**config.mk**
```make
export PLATFORM = sky130hd
export DESIGN_NAME = dashed_dda_line_raster_top
export DESIGN_NICKNAME = d
export VERILOG_FILES = /design/src/rtl/core/dash_dda_pkg.sv /design/src/rtl/core/dashed_dda_line_raster_top.sv
export SDC_FILE = /design/constraint.sdc
export NUM_CORES = 1
export LEC_CHECK = 0
export BUFFER_PORTS_ARGS = -buffer_cell sky130_fd_sc_hd__buf_2
export CAP_MARGIN = 20
export CORE_ASPECT_RATIO = 0.75
export CORE_MARGIN = 2
export CORE_UTILIZATION = 30
export DETAILED_ROUTE_END_ITERATION = 7
export HOLD_SLACK_MARGIN = 0.05
export PLACE_DENSITY_LB_ADDON = 0.2
export SETUP_SLACK_MARGIN = 0.15
export SLEW_MARGIN = 10
export SYNTH_ARGS = -nofsm -noshare
export SYNTH_HDL_FRONTEND = slang
export SYNTH_SLANG_ARGS = --single-unit
```
**constraint.sdc**
```tcl
create_clock -name clk -period 5.5 [get_ports clk]
set_input_delay 0.825 -clock clk [delete_from_list [all_inputs] [get_ports clk]]
set_output_delay 0.825 -clock clk [all_outputs]
set_load 0.01 [all_outputs]
```
**src/rtl/core/dash_dda_pkg.sv**
```systemverilog
// ----------------------------------------------------------------------------
// dash_dda_pkg
// Shared types and constants of the dashed DDA line rasterizer.
// ----------------------------------------------------------------------------
package dash_dda_pkg;

  // field widths
  localparam int COORD_W   = 9;
  localparam int PATTERN_W = 6;
  localparam int PHASE_W   = 3;
  localparam int PIX_W     = 8;

  // image and dash pattern geometry
  localparam int IMAGE_SIZE    = 512;
  localparam int PATTERN_LEN   = 6;
  localparam int FRAC_BITS_DEF = 16;

  // largest coordinate that can be emitted
  localparam logic [COORD_W-1:0] COORD_MAX =
    (IMAGE_SIZE > (1 << COORD_W)) ? {COORD_W{1'b1}} : COORD_W'(IMAGE_SIZE - 1);

  localparam logic [PATTERN_W-1:0] DASH_RESET = PATTERN_W'(27);
  localparam logic [PHASE_W-1:0]   PHASE_LAST = PHASE_W'(PATTERN_LEN - 1);

  // gray values
  localparam logic [PIX_W-1:0] PIX_DARK  = PIX_W'(0);
  localparam logic [PIX_W-1:0] PIX_WHITE = PIX_W'(255);

  // opcodes
  localparam logic OP_LOAD = 1'b0;
  localparam logic OP_STEP = 1'b1;

  typedef struct packed {
    logic               opcode;
    logic [COORD_W-1:0] x_start;
    logic [COORD_W-1:0] y_start;
    logic [COORD_W-1:0] x_end;
    logic [COORD_W-1:0] y_end;
  } in_item_t;

  typedef struct packed {
    logic [COORD_W-1:0] pixel_x;
    logic [COORD_W-1:0] pixel_y;
    logic [PIX_W-1:0]   pixel_value;
    logic               line_done;
  } out_item_t;

endpackage

```
**src/rtl/core/dashed_dda_line_raster_top.sv**
```systemverilog
// ----------------------------------------------------------------------------
// dashed_dda_line_raster_top
// Dashed DDA line rasterizer with a serial fixed-point divider.
// ----------------------------------------------------------------------------
// A load item emits the start pixel (dark) at once and then sets up the
// line: the minor and major increments are found by one shared restoring
// divider, one quotient bit per cycle, x first and then y, so a load keeps
// in_ready low until both divisions are done; a zero-length line needs no
// division. Step items are taken one per cycle while the output is not
// stalled, each giving one pixel through a single output register, and a
// step item with no line in progress is taken and dropped. Endpoints above
// IMAGE_SIZE-1 are clamped. The dash pattern register may be written only
// while no item is in flight.
module dashed_dda_line_raster_top #(
  parameter int FRAC_BITS = dash_dda_pkg::FRAC_BITS_DEF
) (
  input  logic                                   clk,
  input  logic                                   rst_n,
  input  logic                                   in_valid,
  output logic                                   in_ready,
  input  dash_dda_pkg::in_item_t                 in_item,
  output logic                                   out_valid,
  input  logic                                   out_ready,
  output dash_dda_pkg::out_item_t                out_item,
  input  logic                                   cfg_valid,
  output logic                                   cfg_ready,
  input  logic [dash_dda_pkg::PATTERN_W-1:0]     cfg_dash_pattern
);
  import dash_dda_pkg::*;

  localparam int POS_W = COORD_W + FRAC_BITS;
  localparam int INC_W = FRAC_BITS + 2;
  localparam int Q_W   = FRAC_BITS + 1;
  localparam int CNT_W = $clog2(FRAC_BITS + 1);
  localparam logic [CNT_W-1:0] CNT_LAST = CNT_W'(FRAC_BITS);
  localparam logic [POS_W:0]   HALF_FX  = (POS_W + 1)'(1) << (FRAC_BITS - 1);

  typedef enum logic {S_IDLE, S_DIV} state_t;

  state_t                 state_r, state_nxt;
  logic [PATTERN_W-1:0]   dash_pattern_r;
  logic [POS_W-1:0]       x_pos_r, x_pos_nxt, y_pos_r, y_pos_nxt;
  logic [INC_W-1:0]       x_inc_r, x_inc_nxt, y_inc_r, y_inc_nxt;
  logic [COORD_W-1:0]     steps_left_r, steps_left_nxt;
  logic [PHASE_W-1:0]     phase_r, phase_nxt;
  logic [COORD_W-1:0]     y_mag_r, y_mag_nxt;
  logic                   x_neg_r, x_neg_nxt, y_neg_r, y_neg_nxt;
  logic [COORD_W:0]       div_rem_r, div_rem_nxt;
  logic [Q_W-1:0]         div_q_r, div_q_nxt;
  logic [CNT_W-1:0]       div_cnt_r, div_cnt_nxt;
  logic                   div_axis_r, div_axis_nxt;
  logic                   out_valid_r, out_valid_nxt;
  out_item_t              out_item_r, out_item_nxt;

  logic                   in_fire, out_fire;
  logic [COORD_W-1:0]     xs, ys, xe, ye, adx, ady, steps;
  logic                   xneg, yneg;
  logic                   div_ge;
  logic [COORD_W:0]       div_diff;
  logic [Q_W-1:0]         div_q_fin;
  logic [INC_W-1:0]       div_inc;
  logic [POS_W-1:0]       x_adv, y_adv;
  logic [COORD_W-1:0]     x_pix, y_pix;
  logic [PATTERN_W+1:0]   pattern_ext;
  logic                   step_emit;

  function automatic logic [COORD_W-1:0] clamp_coord(input logic [COORD_W-1:0] c);
    return (c > COORD_MAX) ? COORD_MAX : c;
  endfunction

  function automatic logic [COORD_W-1:0] round_pos(input logic [POS_W-1:0] p);
    logic [POS_W:0] s;
    s = {1'b0, p} + HALF_FX;
    return clamp_coord(s[FRAC_BITS +: COORD_W]);
  endfunction

  // handshakes
  assign in_ready  = (state_r == S_IDLE) && (!out_valid_r || out_ready);
  assign in_fire   = in_valid && in_ready;
  assign out_fire  = out_valid_r && out_ready;
  assign cfg_ready = 1'b1;
  assign out_valid = out_valid_r;
  assign out_item  = out_item_r;

  // load setup: clamped endpoints, deltas, step count
  always_comb begin
    xs    = clamp_coord(in_item.x_start);
    ys    = clamp_coord(in_item.y_start);
    xe    = clamp_coord(in_item.x_end);
    ye    = clamp_coord(in_item.y_end);
    xneg  = xe < xs;
    yneg  = ye < ys;
    adx   = xneg ? xs - xe : xe - xs;
    ady   = yneg ? ys - ye : ye - ys;
    steps = (adx > ady) ? adx : ady;
  end

  // shared divider step: one quotient bit per cycle
  always_comb begin
    div_ge    = div_rem_r >= {1'b0, steps_left_r};
    div_diff  = div_ge ? div_rem_r - {1'b0, steps_left_r} : div_rem_r;
    div_q_fin = {div_q_r[Q_W-2:0], div_ge};
    if ((div_axis_r ? y_neg_r : x_neg_r)) begin
      div_inc = INC_W'(0) - {1'b0, div_q_fin};
    end else begin
      div_inc = {1'b0, div_q_fin};
    end
  end

  // step datapath: advance both positions and round
  always_comb begin
    x_adv       = x_pos_r + {{(POS_W-INC_W){x_inc_r[INC_W-1]}}, x_inc_r};
    y_adv       = y_pos_r + {{(POS_W-INC_W){y_inc_r[INC_W-1]}}, y_inc_r};
    x_pix       = round_pos(x_adv);
    y_pix       = round_pos(y_adv);
    pattern_ext = {2'b00, dash_pattern_r};
    step_emit   = in_fire && (in_item.opcode == OP_STEP) && (steps_left_r != '0);
  end

  // next state
  always_comb begin
    state_nxt      = state_r;
    x_pos_nxt      = x_pos_r;
    y_pos_nxt      = y_pos_r;
    x_inc_nxt      = x_inc_r;
    y_inc_nxt      = y_inc_r;
    steps_left_nxt = steps_left_r;
    phase_nxt      = phase_r;
    y_mag_nxt      = y_mag_r;
    x_neg_nxt      = x_neg_r;
    y_neg_nxt      = y_neg_r;
    div_rem_nxt    = div_rem_r;
    div_q_nxt      = div_q_r;
    div_cnt_nxt    = div_cnt_r;
    div_axis_nxt   = div_axis_r;
    out_valid_nxt  = out_fire ? 1'b0 : out_valid_r;
    out_item_nxt   = out_item_r;

    unique case (state_r)
      S_IDLE: begin
        if (in_fire && (in_item.opcode == OP_LOAD)) begin
          x_pos_nxt      = {xs, {FRAC_BITS{1'b0}}};
          y_pos_nxt      = {ys, {FRAC_BITS{1'b0}}};
          phase_nxt      = '0;
          steps_left_nxt = steps;
          x_inc_nxt      = '0;
          y_inc_nxt      = '0;
          y_mag_nxt      = ady;
          x_neg_nxt      = xneg;
          y_neg_nxt      = yneg;
          div_rem_nxt    = {1'b0, adx};
          div_cnt_nxt    = '0;
          div_axis_nxt   = 1'b0;
          if (steps != '0) begin
            state_nxt = S_DIV;
          end
          out_valid_nxt = 1'b1;
          out_item_nxt  = '{pixel_x: xs, pixel_y: ys, pixel_value: PIX_DARK,
                            line_done: (steps == '0)};
        end else if (step_emit) begin
          x_pos_nxt      = x_adv;
          y_pos_nxt      = y_adv;
          steps_left_nxt = steps_left_r - COORD_W'(1);
          phase_nxt      = (phase_r >= PHASE_LAST) ? '0 : phase_r + PHASE_W'(1);
          out_valid_nxt  = 1'b1;
          out_item_nxt   = '{pixel_x: x_pix, pixel_y: y_pix,
                             pixel_value: pattern_ext[phase_r] ? PIX_DARK : PIX_WHITE,
                             line_done: (steps_left_r == COORD_W'(1))};
        end
      end
      S_DIV: begin
        div_q_nxt   = div_q_fin;
        div_rem_nxt = {div_diff[COORD_W-1:0], 1'b0};
        div_cnt_nxt = div_cnt_r + CNT_W'(1);
        if (div_cnt_r == CNT_LAST) begin
          div_cnt_nxt = '0;
          if (!div_axis_r) begin
            x_inc_nxt    = div_inc;
            div_axis_nxt = 1'b1;
            div_rem_nxt  = {1'b0, y_mag_r};
          end else begin
            y_inc_nxt = div_inc;
            state_nxt = S_IDLE;
          end
        end
      end
      default: state_nxt = S_IDLE;
    endcase
  end

  // registers
  always_ff @(posedge clk) begin
    if (!rst_n) begin
      state_r        <= S_IDLE;
      dash_pattern_r <= DASH_RESET;
      x_pos_r        <= '0;
      y_pos_r        <= '0;
      x_inc_r        <= '0;
      y_inc_r        <= '0;
      steps_left_r   <= '0;
      phase_r        <= '0;
      div_cnt_r      <= '0;
      div_axis_r     <= 1'b0;
      out_valid_r    <= 1'b0;
    end else begin
      state_r        <= state_nxt;
      if (cfg_valid && cfg_ready) begin
        dash_pattern_r <= cfg_dash_pattern;
      end
      x_pos_r        <= x_pos_nxt;
      y_pos_r        <= y_pos_nxt;
      x_inc_r        <= x_inc_nxt;
      y_inc_r        <= y_inc_nxt;
      steps_left_r   <= steps_left_nxt;
      phase_r        <= phase_nxt;
      div_cnt_r      <= div_cnt_nxt;
      div_axis_r     <= div_axis_nxt;
      out_valid_r    <= out_valid_nxt;
    end
    y_mag_r    <= y_mag_nxt;
    x_neg_r    <= x_neg_nxt;
    y_neg_r    <= y_neg_nxt;
    div_rem_r  <= div_rem_nxt;
    div_q_r    <= div_q_nxt;
    out_item_r <= out_item_nxt;
  end

  // checks
  a_load_busy: assert property (@(posedge clk) disable iff (!rst_n)
    (in_fire && (in_item.opcode == OP_LOAD) && (steps != '0)) |=> !in_ready)
    else $error("load with nonzero length did not start division");

  a_div_steps: assert property (@(posedge clk) disable iff (!rst_n)
    (state_r == S_DIV) |-> (steps_left_r != '0))
    else $error("division running with zero step count");

  a_div_stable: assert property (@(posedge clk) disable iff (!rst_n)
    (state_r == S_DIV) |=> ($stable(steps_left_r) && $stable(x_pos_r)))
    else $error("line state changed during division");

  a_last_pixel: assert property (@(posedge clk) disable iff (!rst_n)
    (step_emit && (steps_left_r == COORD_W'(1))) |=> (out_valid && out_item.line_done))
    else $error("final pixel not flagged");

endmodule

```
==> metrics.csv, run 1 <==
metric,value,unit
outcome,finished clean,
Worst-path clk slew,0.07,ns
"Seq/Total Area, Yosys",0.320,
Syn-to-layout area delta,10.4,%
Avg Synthesized Cell Area,8.28,um^2
"EDFF count, synth",57,
PwrDens,303,nW/um^2
CP arrival,5.04,ns
Yosys warnings,0,
fin. max-slew vios,0,
Worst R2R End,out_item[16],
CTS H-tree depth,4,
detailed-route via count,10500,
share of cells above drive strength 1,0.102,
Fill cells,4260,
"reg-to-reg slack, setup",1.32,ns
CP Capture Type,register,
maximum VDD drop,207,uV
core area,40700,um^2
Die Ht,180,um
setup TNS,0,ns
Max clock buf depth,2,
r2r startpoint,y_inc_r[0],
period utilization,0.861,
worst hold-check path type,reg2reg,
Hold Path Depth,2,
"Design Area, Final",13600,um^2
Worst Path Max Fanout,8,
FP Rows,64,
Setup crit end,state_r,
"Min Clock Period, post-route",4.73,ns
Reg2Reg Depth,13,
Mapped Cells,1492,
Initial Util,0.304,
Worst Setup SP,in_item[28],
GPL Wtd Cong,0.857,
vias in the first global route,9964,
RSZ-0062 raised after global routing,false,
HPWL after DPL,26400,um
initial antenna violation count,1,
"FFs w/ async S/R, synth",0,
Via density,5.16,
n_diodes,0,
worst setup slack after layout,0.766,ns
Detailed Routing Iterations Pass 1,5,
Max-slew headroom,0.393,
final setup violation count,0,
leak pwr,0.00565,uW
DRT iter0 DRCs,824,
Fin. Hold Viols,0,
Max-Cap Viols,0,
crit path kind,in2reg,
"FF+latch count, synth",169,
pre-CTS setup slack,0.222,ns
CTS Buf Count,17,
share of the synthesized area in the top cell type,0.181,
Worst Tran Pin Value,0.886,ns
WP data required,5.81,ns
first-pass GRT wire length,55900,um
largest net degree at the start of global routing,74,
most frequent cells in the layout,"134 x a21oi_1, 130 x nand2_1, 128 x nor2_1",
Global Route Usage Sum,0.166,
CP Launch Type,primary input,
# hold bufs at CTS,0,
syn_nets,1656,
final wirelength,35100,um
DRC errors left,0,
Max Fclk,211,MHz
Clock Latency Late Sink,0.46,ns
Clock Skews,0.0168,ns
GR Overflow Total,0,
# IOs,78,
"commonest non-fill, non-tap cell in the layout",a21oi_1,
placed cell areas,13000,um^2
die area,42900,um^2
Root Driver,clkbuf_16,
leading area contributor after synthesis,dfxtp_1,
TritonCTS clock tree,done,
Synth Flop Type,dfxtp_1,
Avg WL per Cell,17.2,um
Cell variety after synth,85,
# port buffers,76,
TritonCTS sink count,169,
Area contributors post-synth,"dfxtp_1 18%, edfxtp_1 14%, ha_1 11%, a21oi_1 5.5%, nand2_1 4.0%",
Post-Syn Area,12400,um^2
Routed Antenna Nets,0,
fin nets,1661,
Chip Width,238,um
fin util,0.336,
-- cell families (layout without fill, tap and decap cells) --
group | count (synthesis) | count (layout) | share of synthesized area
adders and majority gates | 116 | 116 | 0.122
DFF | 169 | 169 | 0.320
AOI/OAI and AO/OA | 439 | 439 | 0.231
xor gates and xnor gates | 87 | 87 | 0.0623
muxes | 29 | 29 | 0.0250
and+or+nand+nor | 445 | 445 | 0.171
other | 1 | 1 | 0.000303
buffers and inverters | 206 | 224 | 0.0690
-- layout make-up --
type / count / area (um^2) / share of cell area
clock inverter: 13 / 133 / 0.00972
timing repair buffer: 90 / 505 / 0.0370
clock buffer: 19 / 443 / 0.0325
sequential: 169 / 3960 / 0.290
multi-input combinational: 1117 / 7570 / 0.555
tap: 528 / 661 / 0.0484
inverter: 102 / 383 / 0.0281
-- worst min path at each step --
stage	startpoint	endpoint
final	x_inc_r[8]	x_inc_r[8]
after global routing	x_inc_r[10]	x_inc_r[10]
after CTS	x_inc_r[10]	x_inc_r[10]
after detailed placement	dash_pattern_r[4]	dash_pattern_r[4]
after global placement	x_inc_r[0]	x_inc_r[0]
after floorplan	dash_pattern_r[4]	dash_pattern_r[4]
-- metal layers --
layer,routed length (um),part of all wire,vias to the layer above,global-route usage
met4,475,0.014,0,0.0450
li1,-,-,5320,-
met3,1370,0.039,32,0.0293
met2,14200,0.40,218,0.232
met5,0,0,-,0
met1,19100,0.54,4955,0.256
-- sequential cells by signal, summed over array words and instances (netlist names) --
signal and flops:
y_pos_r 25, div_q_r 16, state_r 1, phase_r 3, y_mag_r 9, x_inc_r 18
out_item 20, y_neg_r 1, div_cnt_r 5, x_pos_r 25, dash_pattern_r 6, div_axis_r 1
x_neg_r 1, out_valid 1, steps_left_r 9, y_inc_r 18, div_rem_r 10
-- Yosys cell counts (19+ instances only) --
cell	count
o211ai_1	25
xor2_1	32
nor2_1	129
nor2b_1	19
xnor2_1	54
a21o_1	29
clkbuf_1	83
edfxtp_1	57
o21ai_0	83
nand2_1	131
ha_1	109
nand2b_1	23
a21oi_1	135
nor3_1	22
mux2i_1	23
inv_1	100
nand3_1	43
dfxtp_1	112
a22oi_1	31
-- what timing repair did --
item,CTS,global route
setup buffers,0,0
setup endpoints to repair,0,1
gates resized for setup,0,1
-- metrics by stage --
stage	std cells	hold slack [ns]	total power [uW]
after floorplan	1492	0.435	2510
after global placement	2005	0.452	2920
after detailed placement	2005	0.460	2920
after CTS	2037	0.475	4150
after global routing	2038	0.486	4390
final	2038	0.472	4140
-- worst max-delay path: stages --
cell and delay (ns):
buf_2 0.16, inv_1 0.10, ha_1 0.30, nand2b_1 0.07, a21oi_1 0.25, a21o_1 0.21, a31o_2 0.32, mux2i_1 0.34
o21ai_0 0.19, xnor2_2 0.31, inv_1 0.09, ha_1 0.30, nand4_1 0.12, o211a_1 0.25, nor2_1 0.26, buf_4 0.22
mux2i_1 0.37, and4b_1 0.28, o31ai_2 0.06
-- power by group --
part	internal (uW)	total [uW]	switching, uW
registers	1430	1510	74.8
logic	527	1420	890
clock network	650	1220	569
total	2610	4140	1530
No activity file was read; power rests on OpenSTA's default activity.
==> run 2: changes to the inputs <==
--- a/config.mk
+++ b/config.mk
@@ -11,8 +11,10 @@
 export CORE_MARGIN = 2
 export CORE_UTILIZATION = 30
 export DETAILED_ROUTE_END_ITERATION = 7
+export GPL_TIMING_DRIVEN = 0
 export HOLD_SLACK_MARGIN = 0.05
 export PLACE_DENSITY_LB_ADDON = 0.2
+export RECOVER_POWER = 50
 export SETUP_SLACK_MARGIN = 0.15
 export SLEW_MARGIN = 10
 export SYNTH_ARGS = -nofsm -noshare
==> metrics.csv, run 2 (synthesized netlist as in run 1, its figures left out) <==
metric,value,unit
Initial Util,0.304,
n_diodes,0,
RSZ-0062 raised after global routing,false,
Avg WL per Cell,18.4,um
leak pwr,0.00571,uW
fin util,0.344,
Switching Fraction,0.362,
failing checks,"capacitance limit, slew limit",
dpl cells,2093,
clock power share,0.310,
WP data required,5.77,ns
"reg-to-reg slack, setup",0.96,ns
Max clock buf depth,2,
power share of the combinational group,0.339,
Worst Path Max Fanout,8,
r2r startpoint,steps_left_r[2],
first-pass GRT wire length,60700,um
CP arrival,5.35,ns
CP bufs+invs,4,
Clock Latency Late Sink,0.46,ns
DRC errors left,0,
Non-Filler Instances,2126,
routed wl met2,15700,um
initial antenna violation count,0,
GPL Wtd Cong,0.886,
CTS H-tree depth,4,
TritonCTS sink count,169,
Global Route Usage Sum,0.184,
Max Fclk,197,MHz
"Cell Chain, Critical Path","buf_2, inv_1, ha_1, o21ai_0, a21oi_4, o21ai_2, o311ai_4, mux2_2, xnor2_1, inv_1, ha_1, nand4_1, o22ai_1, or2_2, buf_4, nand2_1, o32a_1, nor3_2, nand4b_1, o21ai_0",
CP Capture Type,register,
Via density,5.17,
GR Overflow Total,0,
# IOs,78,
Slowest cell on crit path,o311ai_4,
crit path kind,in2reg,
Fin. Hold Viols,0,
final wirelength,39200,um
Worst R2R End,y_inc_r[16],
CTS Buf Count,17,
routed wl met3,2290,um
"Min Clock Period, post-route",5.08,ns
Seq pwr share,0.351,
Hold Path Depth,2,
Die Ht,180,um
detailed-route via count,11000,
"commonest non-fill, non-tap cell in the layout",a21oi_1,
core area,40700,um^2
share of cells above drive strength 1,0.0770,
final setup violation count,0,
Root Driver,clkbuf_16,
worst hold-check path type,reg2reg,
"Largest stage delay, worst path",0.52,ns
fin nets,1749,
Max-slew headroom,-0.0189,
min-delay src,x_inc_r[2],
die area,42900,um^2
Detailed Routing Iterations Pass 1,5,
M1 WL,20700,um
Worst-path clk slew,0.07,ns
worst hold path endpoint,x_inc_r[2],
PwrDens,308,nW/um^2
largest net degree at the start of global routing,24,
Syn-to-layout area delta,13.4,%
# port buffers,71,
Chip Width,238,um
period utilization,0.924,
outcome,"finished, violations left",
Fill cells,4226,
most frequent cells in the layout,"135 x a21oi_1, 131 x nand2_1, 129 x nor2_1",
fin. max-slew vios,24,
Clock Skews,0.00727,ns
Worst Setup SP,in_item[21],
Top delay family on crit path,compound AO/OA/AOI/OAI gates,
FP Rows,64,
# hold bufs at CTS,0,
Reg2Reg Depth,18,
total internal power,2750,uW
NetSw,1560,uW
Routed Antenna Nets,0,
top routing layer used,met4,
DRT iter0 DRCs,1011,
HPWL after DPL,30900,um
Sequential Area,3950,um^2
Worst Tran Pin Value,1.53,ns
maximum VDD drop,249,uV
vias in the first global route,10500,
CP Launch Type,primary input,
TritonCTS clock tree,done,
Max-Cap Viols,1,
area of the multi-input gates,7570,um^2
==> run 2: cell types whose count changed in the layout (fill, tap and decap cells not counted), sizes merged <==
cell / previous run / this run
inv: 109 / 103
dlygate4sd2: 0 / 1
clkinvlp: 0 / 1
dlygate4sd1: 0 / 1
buf: 90 / 58
clkinv: 5 / 3
clkbuf: 19 / 143
bufinv: 1 / 2
==> run 2: how the worst max path moves through the flow <==
stage	cells after the start	end	slack, ns
after floorplan	20	state_r	1.02
after global placement	22	out_item[0]	-0.22
after detailed placement	22	out_item[0]	-0.28
after CTS	22	out_item[0]	0.17
after global routing	21	out_item[0]	0.12
final	20	out_item[0]	0.42
==> run 2: metal layers <==
| layer | up-vias | GRT usage |
|---|---|---|
| met2 | 297 | 0.258 |
| met5 | - | 0 |
| met1 | 5176 | 0.285 |
| li1 | 5485 | - |
| met4 | 0 | 0.0463 |
| met3 | 27 | 0.0322 |
==> run 2: stage by stage <==
| stage | worst slack, ns | TNS, ns | area [um^2] | hold WS [ns] | power (uW) |
|---|---|---|---|---|---|
| 5_1_grt | 0.125 | 0 | 14000 | 0.489 | 4550 |
| 3_5_place_dp | -0.283 | -0.847 | 13400 | 0.455 | 2990 |
| 6_report | 0.420 | 0 | 14000 | 0.462 | 4310 |
| 4_1_cts | 0.174 | 0 | 14100 | 0.465 | 4330 |
| 2_1_floorplan | 1.02 | 0 | 12400 | 0.435 | 2510 |
| 3_3_place_gp | -0.224 | -0.570 | 13400 | 0.453 | 2970 |
==> run 2: final cells by class <==
cell class / instances / share of cell area
Multi-Input combinational cell: 1117 / 0.541
Sequential cell: 169 / 0.282
Tap cell: 528 / 0.0472
Clock buffer: 25 / 0.0392
Buffer: 104 / 0.0316
Inverter: 102 / 0.0273
Timing Repair Buffer: 74 / 0.0249
Clock inverter: 7 / 0.00705
==> run 2: what timing repair did <==
action,CTS,global route
buffers inserted,0,1
endpoints found under the setup margin,0,11
endpoints found under the hold margin,0,0
resized for setup,0,4
==> run 2: power by group through the flow <==
stage | logic, uW | clock network, uW | registers (uW)
after detailed placement | 1450 | 0 | 1540
after floorplan | 986 | 0 | 1530
final | 1460 | 1340 | 1510
after global placement | 1430 | 0 | 1540
after CTS | 1460 | 1360 | 1510
after global routing | 1620 | 1410 | 1520
==> run 2: worst reg2reg max path: cells and delay by family, from the launching register on <==
family	cells	cell delay, ns
AO/OA/AOI/OAI	6	1.35
buffers and inverters	4	1.07
AND/OR/NAND/NOR	5	0.71
adder cells (fa/ha/maj)	2	0.69
flip-flops	1	0.35
XOR/XNOR	1	0.30
